[src/design/cba_pkg.sv]
// ----------------------------------------------------------------------------
// cba_pkg
// Shared types, codes and constants of the compacting block allocator.
// ----------------------------------------------------------------------------
package cba_pkg;

	// default sizing of the block table and of the heap
	localparam int MAX_BLOCKS_DEF = 16;
	localparam int HEAP_BYTES_DEF = 65536;

	// fixed field widths
	localparam int ADDR_W   = 32;
	localparam int OFF_W    = 17;
	localparam int STATUS_W = 3;
	localparam int HEAP_W   = 25;
	localparam int CFG_W    = 32;
	localparam int IN_TDATA_W  = 56;
	localparam int OUT_TDATA_W = 120;

	// reset value of the heap limit register
	localparam logic [OFF_W-1:0] HEAP_LIMIT_RST = 17'h10000;

	// configuration register indexes
	typedef enum logic [0:0] {
		CFG_HEAP_BASE  = 1'b0,
		CFG_HEAP_LIMIT = 1'b1
	} cfg_index_t;

	// request codes
	localparam logic FUNC_ALLOC = 1'b0;
	localparam logic FUNC_FREE  = 1'b1;

	// result status codes
	typedef enum logic [STATUS_W-1:0] {
		ST_OK        = 3'd0,
		ST_ZERO      = 3'd1,
		ST_EXHAUSTED = 3'd2,
		ST_FULL      = 3'd3,
		ST_NOT_FOUND = 3'd4
	} status_t;

	// which result the output register loads
	typedef enum logic [1:0] {
		RES_ALLOC,
		RES_NOT_FOUND,
		RES_MOVE,
		RES_DONE
	} res_kind_t;

	// controller states
	typedef enum logic [2:0] {
		S_IDLE,
		S_DISPATCH,
		S_ALLOC,
		S_SEARCH,
		S_COMPACT,
		S_FINISH,
		S_NOTFOUND
	} state_t;

	// controller to datapath
	typedef struct packed {
		logic      in_ready;
		logic      rd_first;
		logic      rd_next;
		logic      step_prev;
		logic      found;
		logic      compact;
		logic      alloc_commit;
		logic      finish;
		logic      emit;
		res_kind_t kind;
	} cmd_t;

	// datapath to controller
	typedef struct packed {
		logic is_free;
		logic count_zero;
		logic match;
		logic more;
		logic move_needed;
		logic moved;
		logic out_free;
	} sts_t;

endpackage

[src/design/cba_ram.sv]
// ----------------------------------------------------------------------------
// cba_ram
// Generic simple dual-port RAM: one write port, one read port, registered read.
// ----------------------------------------------------------------------------
module cba_ram #(
	parameter int WIDTH = 34,
	parameter int DEPTH = 16
) (
	input  logic                     clk,
	input  logic                     we,
	input  logic [$clog2(DEPTH)-1:0] waddr,
	input  logic [WIDTH-1:0]         wdata,
	input  logic                     re,
	input  logic [$clog2(DEPTH)-1:0] raddr,
	output logic [WIDTH-1:0]         rdata
);

	logic [WIDTH-1:0] mem_q [DEPTH];

	// write port
	always_ff @(posedge clk) begin
		if (we) begin
			mem_q[waddr] <= wdata;
		end
	end

	// registered read port, holds while not enabled
	always_ff @(posedge clk) begin
		if (re) begin
			rdata <= mem_q[raddr];
		end
	end

endmodule

[src/design/cba_ctrl.sv]
// ----------------------------------------------------------------------------
// cba_ctrl
// Sequencer of the allocator: dispatches requests, walks the table on a free.
// ----------------------------------------------------------------------------
module cba_ctrl (
	input  logic          clk,
	input  logic          arst_n,
	input  logic          s_tvalid,
	input  cba_pkg::sts_t sts,
	output cba_pkg::cmd_t cmd
);

	cba_pkg::state_t state_q, state_d;

	// state register
	always_ff @(posedge clk or negedge arst_n) begin
		if (!arst_n) begin
			state_q <= cba_pkg::S_IDLE;
		end else begin
			state_q <= state_d;
		end
	end

	// next state
	always_comb begin
		state_d = state_q;
		unique case (state_q)
			cba_pkg::S_IDLE: begin
				if (s_tvalid) state_d = cba_pkg::S_DISPATCH;
			end
			cba_pkg::S_DISPATCH: begin
				if (!sts.is_free) state_d = cba_pkg::S_ALLOC;
				else if (sts.count_zero) state_d = cba_pkg::S_NOTFOUND;
				else state_d = cba_pkg::S_SEARCH;
			end
			cba_pkg::S_ALLOC: begin
				if (sts.out_free) state_d = cba_pkg::S_IDLE;
			end
			cba_pkg::S_SEARCH: begin
				if (sts.match) begin
					state_d = sts.more ? cba_pkg::S_COMPACT : cba_pkg::S_FINISH;
				end else if (!sts.more) begin
					state_d = cba_pkg::S_NOTFOUND;
				end
			end
			cba_pkg::S_COMPACT: begin
				if ((!sts.move_needed || sts.out_free) && !sts.more) begin
					state_d = cba_pkg::S_FINISH;
				end
			end
			cba_pkg::S_FINISH: begin
				if (sts.moved || sts.out_free) state_d = cba_pkg::S_IDLE;
			end
			cba_pkg::S_NOTFOUND: begin
				if (sts.out_free) state_d = cba_pkg::S_IDLE;
			end
			default: state_d = cba_pkg::S_IDLE;
		endcase
	end

	// command outputs
	always_comb begin
		cmd = '0;
		cmd.kind = cba_pkg::RES_DONE;
		unique case (state_q)
			cba_pkg::S_IDLE: begin
				cmd.in_ready = 1'b1;
			end
			cba_pkg::S_DISPATCH: begin
				cmd.rd_first = sts.is_free && !sts.count_zero;
			end
			cba_pkg::S_ALLOC: begin
				cmd.emit         = sts.out_free;
				cmd.alloc_commit = sts.out_free;
				cmd.kind         = cba_pkg::RES_ALLOC;
			end
			cba_pkg::S_SEARCH: begin
				cmd.found     = sts.match;
				cmd.step_prev = !sts.match;
				cmd.rd_next   = sts.more;
			end
			cba_pkg::S_COMPACT: begin
				if (!sts.move_needed || sts.out_free) begin
					cmd.compact = 1'b1;
					cmd.rd_next = sts.more;
					cmd.emit    = sts.move_needed;
					cmd.kind    = cba_pkg::RES_MOVE;
				end
			end
			cba_pkg::S_FINISH: begin
				cmd.finish = sts.moved || sts.out_free;
				cmd.emit   = !sts.moved && sts.out_free;
				cmd.kind   = cba_pkg::RES_DONE;
			end
			cba_pkg::S_NOTFOUND: begin
				cmd.emit = sts.out_free;
				cmd.kind = cba_pkg::RES_NOT_FOUND;
			end
			default: cmd = '0;
		endcase
	end

	// a table walk only starts from dispatch
	assert property (@(posedge clk) disable iff (!arst_n)
		(state_q == cba_pkg::S_SEARCH && $past(state_q) != cba_pkg::S_SEARCH)
		|-> $past(state_q) == cba_pkg::S_DISPATCH)
		else $error("search entered from a state other than dispatch");

	// a free with no move answers exactly one done result on its finish
	assert property (@(posedge clk) disable iff (!arst_n)
		(cmd.finish && !sts.moved) |-> (cmd.emit && cmd.kind == cba_pkg::RES_DONE))
		else $error("finish without moves did not answer a result");

	// compaction never retires while a move is blocked on the output
	assert property (@(posedge clk) disable iff (!arst_n)
		(state_q == cba_pkg::S_COMPACT && sts.move_needed && !sts.out_free)
		|-> !cmd.compact && !cmd.rd_next)
		else $error("compaction stepped over a stalled move");

endmodule

[src/design/cba_datapath.sv]
// ----------------------------------------------------------------------------
// cba_datapath
// Request registers, block table, cursor and result register of the allocator.
// ----------------------------------------------------------------------------
module cba_datapath #(
	parameter int MAX_BLOCKS = cba_pkg::MAX_BLOCKS_DEF,
	parameter int HEAP_BYTES = cba_pkg::HEAP_BYTES_DEF
) (
	input  logic                              clk,
	input  logic                              arst_n,
	input  logic                              cfg_we,
	input  logic [0:0]                        cfg_index,
	input  logic [cba_pkg::CFG_W-1:0]         cfg_data,
	input  logic                              s_tvalid,
	input  logic [cba_pkg::IN_TDATA_W-1:0]    s_tdata,
	input  logic                              s_tuser,
	input  logic                              m_tready,
	output logic                              m_tvalid,
	output logic [cba_pkg::OUT_TDATA_W-1:0]   m_tdata,
	output logic                              m_tuser,
	output logic                              m_tlast,
	input  cba_pkg::cmd_t                     cmd,
	output cba_pkg::sts_t                     sts
);

	localparam int IW = $clog2(MAX_BLOCKS);
	localparam int CW = $clog2(MAX_BLOCKS + 1);
	localparam int OW = cba_pkg::OFF_W;
	localparam int AW = cba_pkg::ADDR_W;
	localparam int HW = cba_pkg::HEAP_W;
	localparam logic [HW-1:0] HEAP_MAX = HW'(HEAP_BYTES);
	localparam logic [CW-1:0] COUNT_MAX = CW'(MAX_BLOCKS);

	// configuration registers
	logic [AW-1:0] heap_base_q;
	logic [OW-1:0] heap_limit_q;

	always_ff @(posedge clk or negedge arst_n) begin
		if (!arst_n) begin
			heap_base_q  <= '0;
			heap_limit_q <= cba_pkg::HEAP_LIMIT_RST;
		end else if (cfg_we) begin
			unique case (cba_pkg::cfg_index_t'(cfg_index))
				cba_pkg::CFG_HEAP_BASE:  heap_base_q  <= cfg_data;
				cba_pkg::CFG_HEAP_LIMIT: heap_limit_q <= cfg_data[OW-1:0];
				default: ;
			endcase
		end
	end

	// request capture
	logic          func_q;
	logic [OW-1:0] size_q;
	logic [AW-1:0] addr_q;

	always_ff @(posedge clk) begin
		if (s_tvalid && cmd.in_ready) begin
			func_q <= s_tuser;
			size_q <= s_tdata[OW-1:0];
			addr_q <= s_tdata[OW+AW-1:OW];
		end
	end

	// table state
	logic [CW-1:0] count_q;
	logic [OW-1:0] last_end_q;
	logic [IW-1:0] idx_q;
	logic [OW-1:0] prev_end_q;
	logic [OW-1:0] cursor_q;
	logic          moved_q;

	// block table memory: start offset low, end offset high
	logic            ram_we;
	logic [IW-1:0]   ram_waddr;
	logic [2*OW-1:0] ram_wdata;
	logic            ram_re;
	logic [IW-1:0]   ram_raddr;
	logic [2*OW-1:0] ram_rdata;
	logic [OW-1:0]   rd_start, rd_end, rd_len;

	assign rd_start = ram_rdata[OW-1:0];
	assign rd_end   = ram_rdata[2*OW-1:OW];
	assign rd_len   = rd_end - rd_start;

	cba_ram #(
		.WIDTH(2 * OW),
		.DEPTH(MAX_BLOCKS)
	) u_table (
		.clk  (clk),
		.we   (ram_we),
		.waddr(ram_waddr),
		.wdata(ram_wdata),
		.re   (ram_re),
		.raddr(ram_raddr),
		.rdata(ram_rdata)
	);

	// allocation checks
	logic [OW:0]   alloc_end;
	logic [HW-1:0] limit_ext, usable;
	logic          alloc_full, alloc_exhausted, alloc_ok;
	cba_pkg::status_t alloc_status;

	assign alloc_end = {1'b0, last_end_q} + {1'b0, size_q};
	assign limit_ext = HW'(heap_limit_q);
	assign usable    = (limit_ext > HEAP_MAX) ? HEAP_MAX : limit_ext;
	assign alloc_full      = (count_q == COUNT_MAX);
	assign alloc_exhausted = (HW'(alloc_end) > usable);

	always_comb begin
		priority if (size_q == '0) alloc_status = cba_pkg::ST_ZERO;
		else if (alloc_full)       alloc_status = cba_pkg::ST_FULL;
		else if (alloc_exhausted)  alloc_status = cba_pkg::ST_EXHAUSTED;
		else                       alloc_status = cba_pkg::ST_OK;
	end
	assign alloc_ok = (alloc_status == cba_pkg::ST_OK);

	// walk status
	logic [CW-1:0] idx_ext;
	logic          more;
	logic [AW-1:0] rd_addr;

	assign idx_ext = CW'(idx_q) + CW'(1);
	assign more    = (idx_ext < count_q);
	assign rd_addr = heap_base_q + AW'(rd_start);

	// memory port selection
	always_comb begin
		priority if (cmd.alloc_commit && alloc_ok) begin
			ram_we    = 1'b1;
			ram_waddr = count_q[IW-1:0];
			ram_wdata = {alloc_end[OW-1:0], last_end_q};
		end else if (cmd.compact) begin
			ram_we    = 1'b1;
			ram_waddr = idx_q - IW'(1);
			ram_wdata = {cursor_q + rd_len, cursor_q};
		end else if (cmd.finish) begin
			ram_we    = 1'b1;
			ram_waddr = IW'(count_q - CW'(1));
			ram_wdata = '0;
		end else begin
			ram_we    = 1'b0;
			ram_waddr = '0;
			ram_wdata = '0;
		end
		ram_re    = cmd.rd_first || cmd.rd_next;
		ram_raddr = cmd.rd_first ? '0 : IW'(idx_ext);
	end

	// live count and tail end
	always_ff @(posedge clk or negedge arst_n) begin
		if (!arst_n) begin
			count_q    <= '0;
			last_end_q <= '0;
		end else if (cmd.alloc_commit && alloc_ok) begin
			count_q    <= count_q + CW'(1);
			last_end_q <= alloc_end[OW-1:0];
		end else if (cmd.finish) begin
			count_q    <= count_q - CW'(1);
			last_end_q <= cursor_q;
		end
	end

	// walk index, previous end, cursor and move flag
	always_ff @(posedge clk or negedge arst_n) begin
		if (!arst_n) begin
			idx_q      <= '0;
			prev_end_q <= '0;
			cursor_q   <= '0;
			moved_q    <= 1'b0;
		end else begin
			if (cmd.rd_first) idx_q <= '0;
			else if (cmd.rd_next) idx_q <= IW'(idx_ext);
			if (cmd.rd_first) prev_end_q <= '0;
			else if (cmd.step_prev) prev_end_q <= rd_end;
			if (cmd.found) cursor_q <= prev_end_q;
			else if (cmd.compact) cursor_q <= cursor_q + rd_len;
			if (cmd.rd_first) moved_q <= 1'b0;
			else if (cmd.compact && cmd.emit) moved_q <= 1'b1;
		end
	end

	// result register
	logic             out_valid_q;
	cba_pkg::status_t status_q;
	logic [AW-1:0]    block_address_q, move_src_q, move_dst_q;
	logic [OW-1:0]    move_length_q;
	logic             is_move_q, last_q;
	logic             out_free;

	assign out_free = !out_valid_q || m_tready;

	always_ff @(posedge clk or negedge arst_n) begin
		if (!arst_n) begin
			out_valid_q <= 1'b0;
		end else if (cmd.emit) begin
			out_valid_q <= 1'b1;
		end else if (m_tready) begin
			out_valid_q <= 1'b0;
		end
	end

	always_ff @(posedge clk) begin
		if (cmd.emit) begin
			status_q        <= cba_pkg::ST_OK;
			block_address_q <= '0;
			is_move_q       <= 1'b0;
			move_src_q      <= '0;
			move_dst_q      <= '0;
			move_length_q   <= '0;
			last_q          <= 1'b1;
			unique case (cmd.kind)
				cba_pkg::RES_ALLOC: begin
					status_q        <= alloc_status;
					block_address_q <= alloc_ok ? heap_base_q + AW'(last_end_q) : '0;
				end
				cba_pkg::RES_NOT_FOUND: begin
					status_q <= cba_pkg::ST_NOT_FOUND;
				end
				cba_pkg::RES_MOVE: begin
					is_move_q     <= 1'b1;
					move_src_q    <= rd_addr;
					move_dst_q    <= heap_base_q + AW'(cursor_q);
					move_length_q <= rd_len;
					last_q        <= !more;
				end
				cba_pkg::RES_DONE: ;
				default: ;
			endcase
		end
	end

	// output ports: status, block_address, move_src, move_dst, move_length
	assign m_tvalid = out_valid_q;
	assign m_tdata  = {4'b0, move_length_q, move_dst_q, move_src_q, block_address_q, status_q};
	assign m_tuser  = is_move_q;
	assign m_tlast  = last_q;

	// status to controller
	assign sts.is_free     = (func_q == cba_pkg::FUNC_FREE);
	assign sts.count_zero  = (count_q == '0);
	assign sts.match       = (rd_addr == addr_q);
	assign sts.more        = more;
	assign sts.move_needed = (rd_start != cursor_q);
	assign sts.moved       = moved_q;
	assign sts.out_free    = out_free;

	// a result is loaded only into a free output slot
	assert property (@(posedge clk) disable iff (!arst_n)
		cmd.emit |-> out_free)
		else $error("result loaded over an undelivered beat");

	// the table never holds more than its depth
	assert property (@(posedge clk) disable iff (!arst_n)
		count_q <= COUNT_MAX)
		else $error("live count beyond table depth");

	// every free that finds its block retires exactly one block
	assert property (@(posedge clk) disable iff (!arst_n)
		cmd.finish |=> count_q == $past(count_q) - CW'(1))
		else $error("free did not retire one block");

endmodule

[src/design/compacting_block_allocator_core.sv]
// ----------------------------------------------------------------------------
// compacting_block_allocator_core
// Top level: heap allocator with an ordered block table and free compaction.
// ----------------------------------------------------------------------------
// Requests are taken one at a time. A free walks the block table through the
// single read port of the table memory, one entry per cycle, and answers one
// move beat per block that slides left (each move stalls the walk while the
// previous beat is still waiting on the output). The table memory needs no
// clearing pass; it is usable right after reset.
module compacting_block_allocator_core #(
	parameter int MAX_BLOCKS = cba_pkg::MAX_BLOCKS_DEF,
	parameter int HEAP_BYTES = cba_pkg::HEAP_BYTES_DEF
) (
	input  logic                              clk,
	input  logic                              arst_n,
	// configuration write port
	input  logic                              cfg_we,
	input  logic [0:0]                        cfg_index,
	input  logic [cba_pkg::CFG_W-1:0]         cfg_data,
	// request stream
	input  logic                              s_tvalid,
	output logic                              s_tready,
	input  logic [cba_pkg::IN_TDATA_W-1:0]    s_tdata,  // req_size, req_address
	input  logic                              s_tuser,  // func
	// result stream
	output logic                              m_tvalid,
	input  logic                              m_tready,
	output logic [cba_pkg::OUT_TDATA_W-1:0]   m_tdata,  // status, block_address,
	                                                    // move_src, move_dst, move_length
	output logic                              m_tuser,  // is_move
	output logic                              m_tlast
);

	cba_pkg::cmd_t cmd;
	cba_pkg::sts_t sts;

	// sequencer
	cba_ctrl u_ctrl (
		.clk     (clk),
		.arst_n  (arst_n),
		.s_tvalid(s_tvalid),
		.sts     (sts),
		.cmd     (cmd)
	);

	// table and result datapath
	cba_datapath #(
		.MAX_BLOCKS(MAX_BLOCKS),
		.HEAP_BYTES(HEAP_BYTES)
	) u_datapath (
		.clk      (clk),
		.arst_n   (arst_n),
		.cfg_we   (cfg_we),
		.cfg_index(cfg_index),
		.cfg_data (cfg_data),
		.s_tvalid (s_tvalid),
		.s_tdata  (s_tdata),
		.s_tuser  (s_tuser),
		.m_tready (m_tready),
		.m_tvalid (m_tvalid),
		.m_tdata  (m_tdata),
		.m_tuser  (m_tuser),
		.m_tlast  (m_tlast),
		.cmd      (cmd),
		.sts      (sts)
	);

	assign s_tready = cmd.in_ready;

endmodule
[config.mk]
export PLATFORM = sky130hd
export DESIGN_NAME = compacting_block_allocator_core
export DESIGN_NICKNAME = d
export VERILOG_FILES = /design/src/design/cba_pkg.sv /design/src/design/cba_ram.sv /design/src/design/cba_ctrl.sv /design/src/design/cba_datapath.sv /design/src/design/compacting_block_allocator_core.sv
export SDC_FILE = /design/constraint.sdc
export NUM_CORES = 1
export LEC_CHECK = 0
export BUFFER_PORTS_ARGS = -buffer_cell sky130_fd_sc_hd__clkbuf_2
export CAP_MARGIN = 0
export CORE_AREA = 2 2 393 395
export CTS_CLUSTER_SIZE = 12
export DETAILED_ROUTE_END_ITERATION = 8
export DIE_AREA = 0 0 395 397
export SYNTH_ARGS = -nofsm -noshare
export SYNTH_HDL_FRONTEND = slang
export SYNTH_SLANG_ARGS = --single-unit
[constraint.sdc]
create_clock -name clk -period 7.42 [get_ports clk]
set_input_delay 0.371 -clock clk [delete_from_list [all_inputs] [get_ports clk]]
set_output_delay 0.371 -clock clk [all_outputs]
set_load 0.03 [all_outputs]
==> results.toml <==
[run_status]
status = "complete, no violations"

[placement]
dpl.hpwl_um = 86220
post-place-ws_ns = 1.006
portBuffers = 207
place_congestion = 0.9120

[synth]
ys_seq_area_frac = 0.6160
syn_avg_cell_area_um2 = 13.06
syn_inst = 3140
async_flop_share = 0.1326
synth-edff-count = 746
yosys_warnings = 0
synth.distinct_cells = 86
syn-cell-area_um2 = 41000
synth-seq-cells = 860
synth_ff_type = "edfxtp_1"

[floorplanning]
coreArea_um2 = 153000
die_y_um = 397
boundaryPins = 219
start_util = 0.2680
rows = 144
die-area_um2 = 156800
die_width_um = 395

[critical_path]
critPathLaunchType = "register"
r2r_start = "u_datapath.last_end_q[0]"
arrival_ns = 6.78
path_cells = "ha_1, fa_1, a21o_1, a21oi_1, o21ai_0, nand2_1, o2111ai_1, a31oi_1, nor2b_1, nor2_1, xor2_1, inv_1, ha_1, nand4_1, nor3_1, o211ai_1, and3_1, and3_2, a2111oi_0, nand3_1, nor2_4, buf_4"
worst_path_largest_cell_delay_ns = 0.57
endpoint_kind = "register"
cp_common_cell = "ha_1"
slowest_stage = "a2111oi_0"
worst_ep_required_time_ns = 7.72
crit_start = "u_datapath.last_end_q[0]"
path_class = "register to register"
crit_fanout = 34

[global_route]
first_global_vias = 26730
grt_pass1_wl_um = 184600
gr-total-overflow = 0
antenna_found_initial = 7
grt_max_degree = 84
grtUsageTotal = 0.1576

[drt]
ant_nets = 0
drt_wl_total_um = 126600
vias = 27560
drt_iter0_drc = 2611
drcViolationCount = 0
routed_via_density = 4.994
firstDrtPassIters = 6
wl_per_cell_um = 22.94

[clocking]
cts_buffers = 87
cts_resized = 0
cts_tree = "built"
h-tree-depth = 3
clk_latency_ns = 0.69
clock_sinks = 860
clkTransAtPathRegs_ns = 0.07
clk_path_buf_depth = 3
cts_root_buf = "clkbuf_16"

[power]
vdd_ir_drop_max_mv = 0.2535
power.leakage_nw = 17.42
powerDensity_nw_per_um2 = 471.1

[timing]
worst_slack_ns = 0.9401
period_minus_slack_ns = 6.480
hold_viol = 0
slew_headroom = 0.1349
rsz0062_at_grt = "no"
fin_skew_ns = 0.03625
min_period_over_period = 0.8733
clock.fmax_mhz = 154.3
maxSlewViolCount = 0
finalSetupViolCount = 0
fin_setup_tns_ns = 0
worst_pin_slew_ns = 1.289

[hold_path]
hold_class = "input pin to register"
holdCritStartpoint = "cfg_index"

[finish]
layout-drive-gt1-share = 0.1984
utilization = 0.3147
syn2layout_area_growth_pct = 17.41
num-fill-cells = 15160
fin_nets = 3640

[flow_run]
maxCapViolCount = 0
Yosys cell counts (5+ instances only):
cell | n | area [um^2]
a211oi_1 | 19 | 142.6
a21o_1 | 41 | 307.8
a21oi_1 | 209 | 1046
a221o_1 | 35 | 350.3
a221oi_1 | 71 | 621.9
a22o_1 | 18 | 157.7
a31oi_1 | 11 | 68.82
and2_1 | 17 | 106.4
and3_1 | 67 | 419.2
buf_1 | 19 | 71.32
buf_2 | 18 | 90.09
buf_4 | 5 | 37.54
clkbuf_1 | 131 | 491.7
dfrtp_1 | 113 | 2828
edfxtp_1 | 746 | 22400
fa_1 | 6 | 120.1
ha_1 | 125 | 1564
inv_1 | 78 | 292.8
mux2_2 | 254 | 2860
mux2i_1 | 37 | 370.4
nand2_1 | 251 | 942.2
nand2b_1 | 16 | 100.1
nand3_1 | 41 | 205.2
nand3b_1 | 6 | 45.04
nand4_1 | 21 | 131.4
nor2_1 | 203 | 762.0
nor2b_1 | 25 | 156.4
nor3_1 | 55 | 275.3
nor3b_1 | 7 | 52.55
nor4_1 | 21 | 131.4
o2111ai_1 | 5 | 43.79
o211ai_1 | 12 | 90.09
o21a_1 | 18 | 135.1
o21ai_0 | 84 | 420.4
o21bai_1 | 10 | 75.07
o221ai_1 | 34 | 297.8
o32ai_1 | 34 | 297.8
or2_2 | 8 | 50.05
or3_1 | 15 | 93.84
xnor2_1 | 108 | 945.9
xor2_1 | 62 | 543.0
final timing paths:
kind / end / slack [ns] / cells past startpoint
worst max-delay path: u_datapath.u_table.mem_q[3][30] / 0.94 / 22
worst min-delay path: u_datapath.heap_base_q[1] / 0.25 / 3
worst max register to register: u_datapath.u_table.mem_q[3][30] / 0.94 / 22
worst min register to register: u_datapath.cursor_q[11] / 0.48 / 1
max in group asynchronous: u_datapath.idx_q[0] / 5.63 / 3
min in group asynchronous: u_datapath.heap_base_q[21] / 0.27 / 2
cells in the final DEF (no fill, tap or decap), types with 54 or more instances in the layout:
| cell type | netlist | final |
|---|---|---|
| buf_4 | 5 | 62 |
| a21oi_1 | 209 | 209 |
| nand2_1 | 251 | 247 |
| xor2_1 | 62 | 62 |
| a221oi_1 | 71 | 71 |
| edfxtp_1 | 746 | 746 |
| mux2_2 | 254 | 254 |
| dlygate4sd3_1 | 0 | 84 |
| ha_1 | 125 | 124 |
| xnor2_1 | 108 | 107 |
| dfrtp_1 | 113 | 112 |
| and3_1 | 67 | 66 |
| o21ai_0 | 84 | 82 |
| clkbuf_2 | 0 | 206 |
| inv_1 | 78 | 78 |
| nor3_1 | 55 | 54 |
| clkbuf_16 | 0 | 88 |
| nor2_1 | 203 | 185 |
logic make-up after synthesis:
family,Yosys count,synth area share
buffers and inverters,253,0.02435
AND/OR/NAND/NOR,775,0.09022
XOR/XNOR,173,0.03797
flip-flops,860,0.6160
other,1,0.00009147
AO/OA/AOI/OAI,656,0.1115
multiplexers,291,0.07880
adder cells (fa/ha/maj),131,0.04108
registers in the layout (all words and copies together) (netlist names):
name                        cells
u_datapath.count_q              5
u_datapath.cursor_q            17
u_datapath.move_dst_q          32
u_datapath.last_end_q          17
u_datapath.u_table.mem_q      544
u_datapath.status_q             3
u_datapath.heap_base_q         32
u_datapath.m_tlast              1
u_datapath.addr_q              32
u_datapath.u_table.rdata       34
u_datapath.moved_q              1
u_datapath.prev_end_q          17
u_datapath.idx_q                4
u_datapath.func_q               1
u_datapath.block_address_q     32
u_datapath.heap_limit_q        17
u_datapath.size_q              17
u_datapath.m_tvalid             1
u_datapath.move_src_q          32
u_ctrl.state_q                  3
u_datapath.move_length_q       17
u_datapath.m_tuser              1
stage by stage:
step           hold WS (ns)  power [mW]  area [um^2]  std cells
6_report             0.2542       22.68        48130       5518
5_1_grt              0.2575       23.92        48130       5516
4_1_cts              0.2131       22.71        48130       5516
3_5_place_dp         0.4453       18.44        44670       5285
3_3_place_gp         0.4470       18.33        44670       5285
2_1_floorplan       0.07541       14.63        41010       3143
critical path: cells and delay by family, from the launching register on:
kind | cells | cell delay (ns)
compound gates | 7 | 1.82
xor+xnor | 1 | 0.37
fa+ha+maj | 3 | 0.98
buf+inv | 2 | 0.65
flops | 1 | 0.44
simple gates | 9 | 1.80
where the power goes:
group          internal, mW  switching, mW
registers              6.65          0.880
logic                  3.84           7.14
clock network          2.29           1.88
total                  12.8           9.90
final cells by class:
type	instances	area (um^2)	share of cell area
Antenna cell	2	5.005	0.0001040
Clock inverter	21	215.2	0.004471
Multi-Input combinational cell	2030	14980	0.3112
Sequential cell	860	25260	0.5248
Clock buffer	126	2405	0.04996
Tap cell	2044	2557	0.05313
Timing Repair Buffer	356	2417	0.05022
Inverter	79	296.5	0.006161
routing by layer:
layer | wire, um | GRT usage | share of wire | vias up
li1 | - | - | - | 12520
met1 | 54050 | 0.2095 | 0.43 | 13760
met2 | 60280 | 0.2622 | 0.48 | 1077
met3 | 8381 | 0.02638 | 0.066 | 200
met4 | 3843 | 0.04819 | 0.030 | 6
met5 | 44 | 0 | 0.00035 | -
repair_timing:
action	4_1_cts	5_1_grt
hold buffers	84	0
buffers inserted	0	0
endpoints found under the hold margin	147	0
No activity file was read; power rests on OpenSTA's default activity.
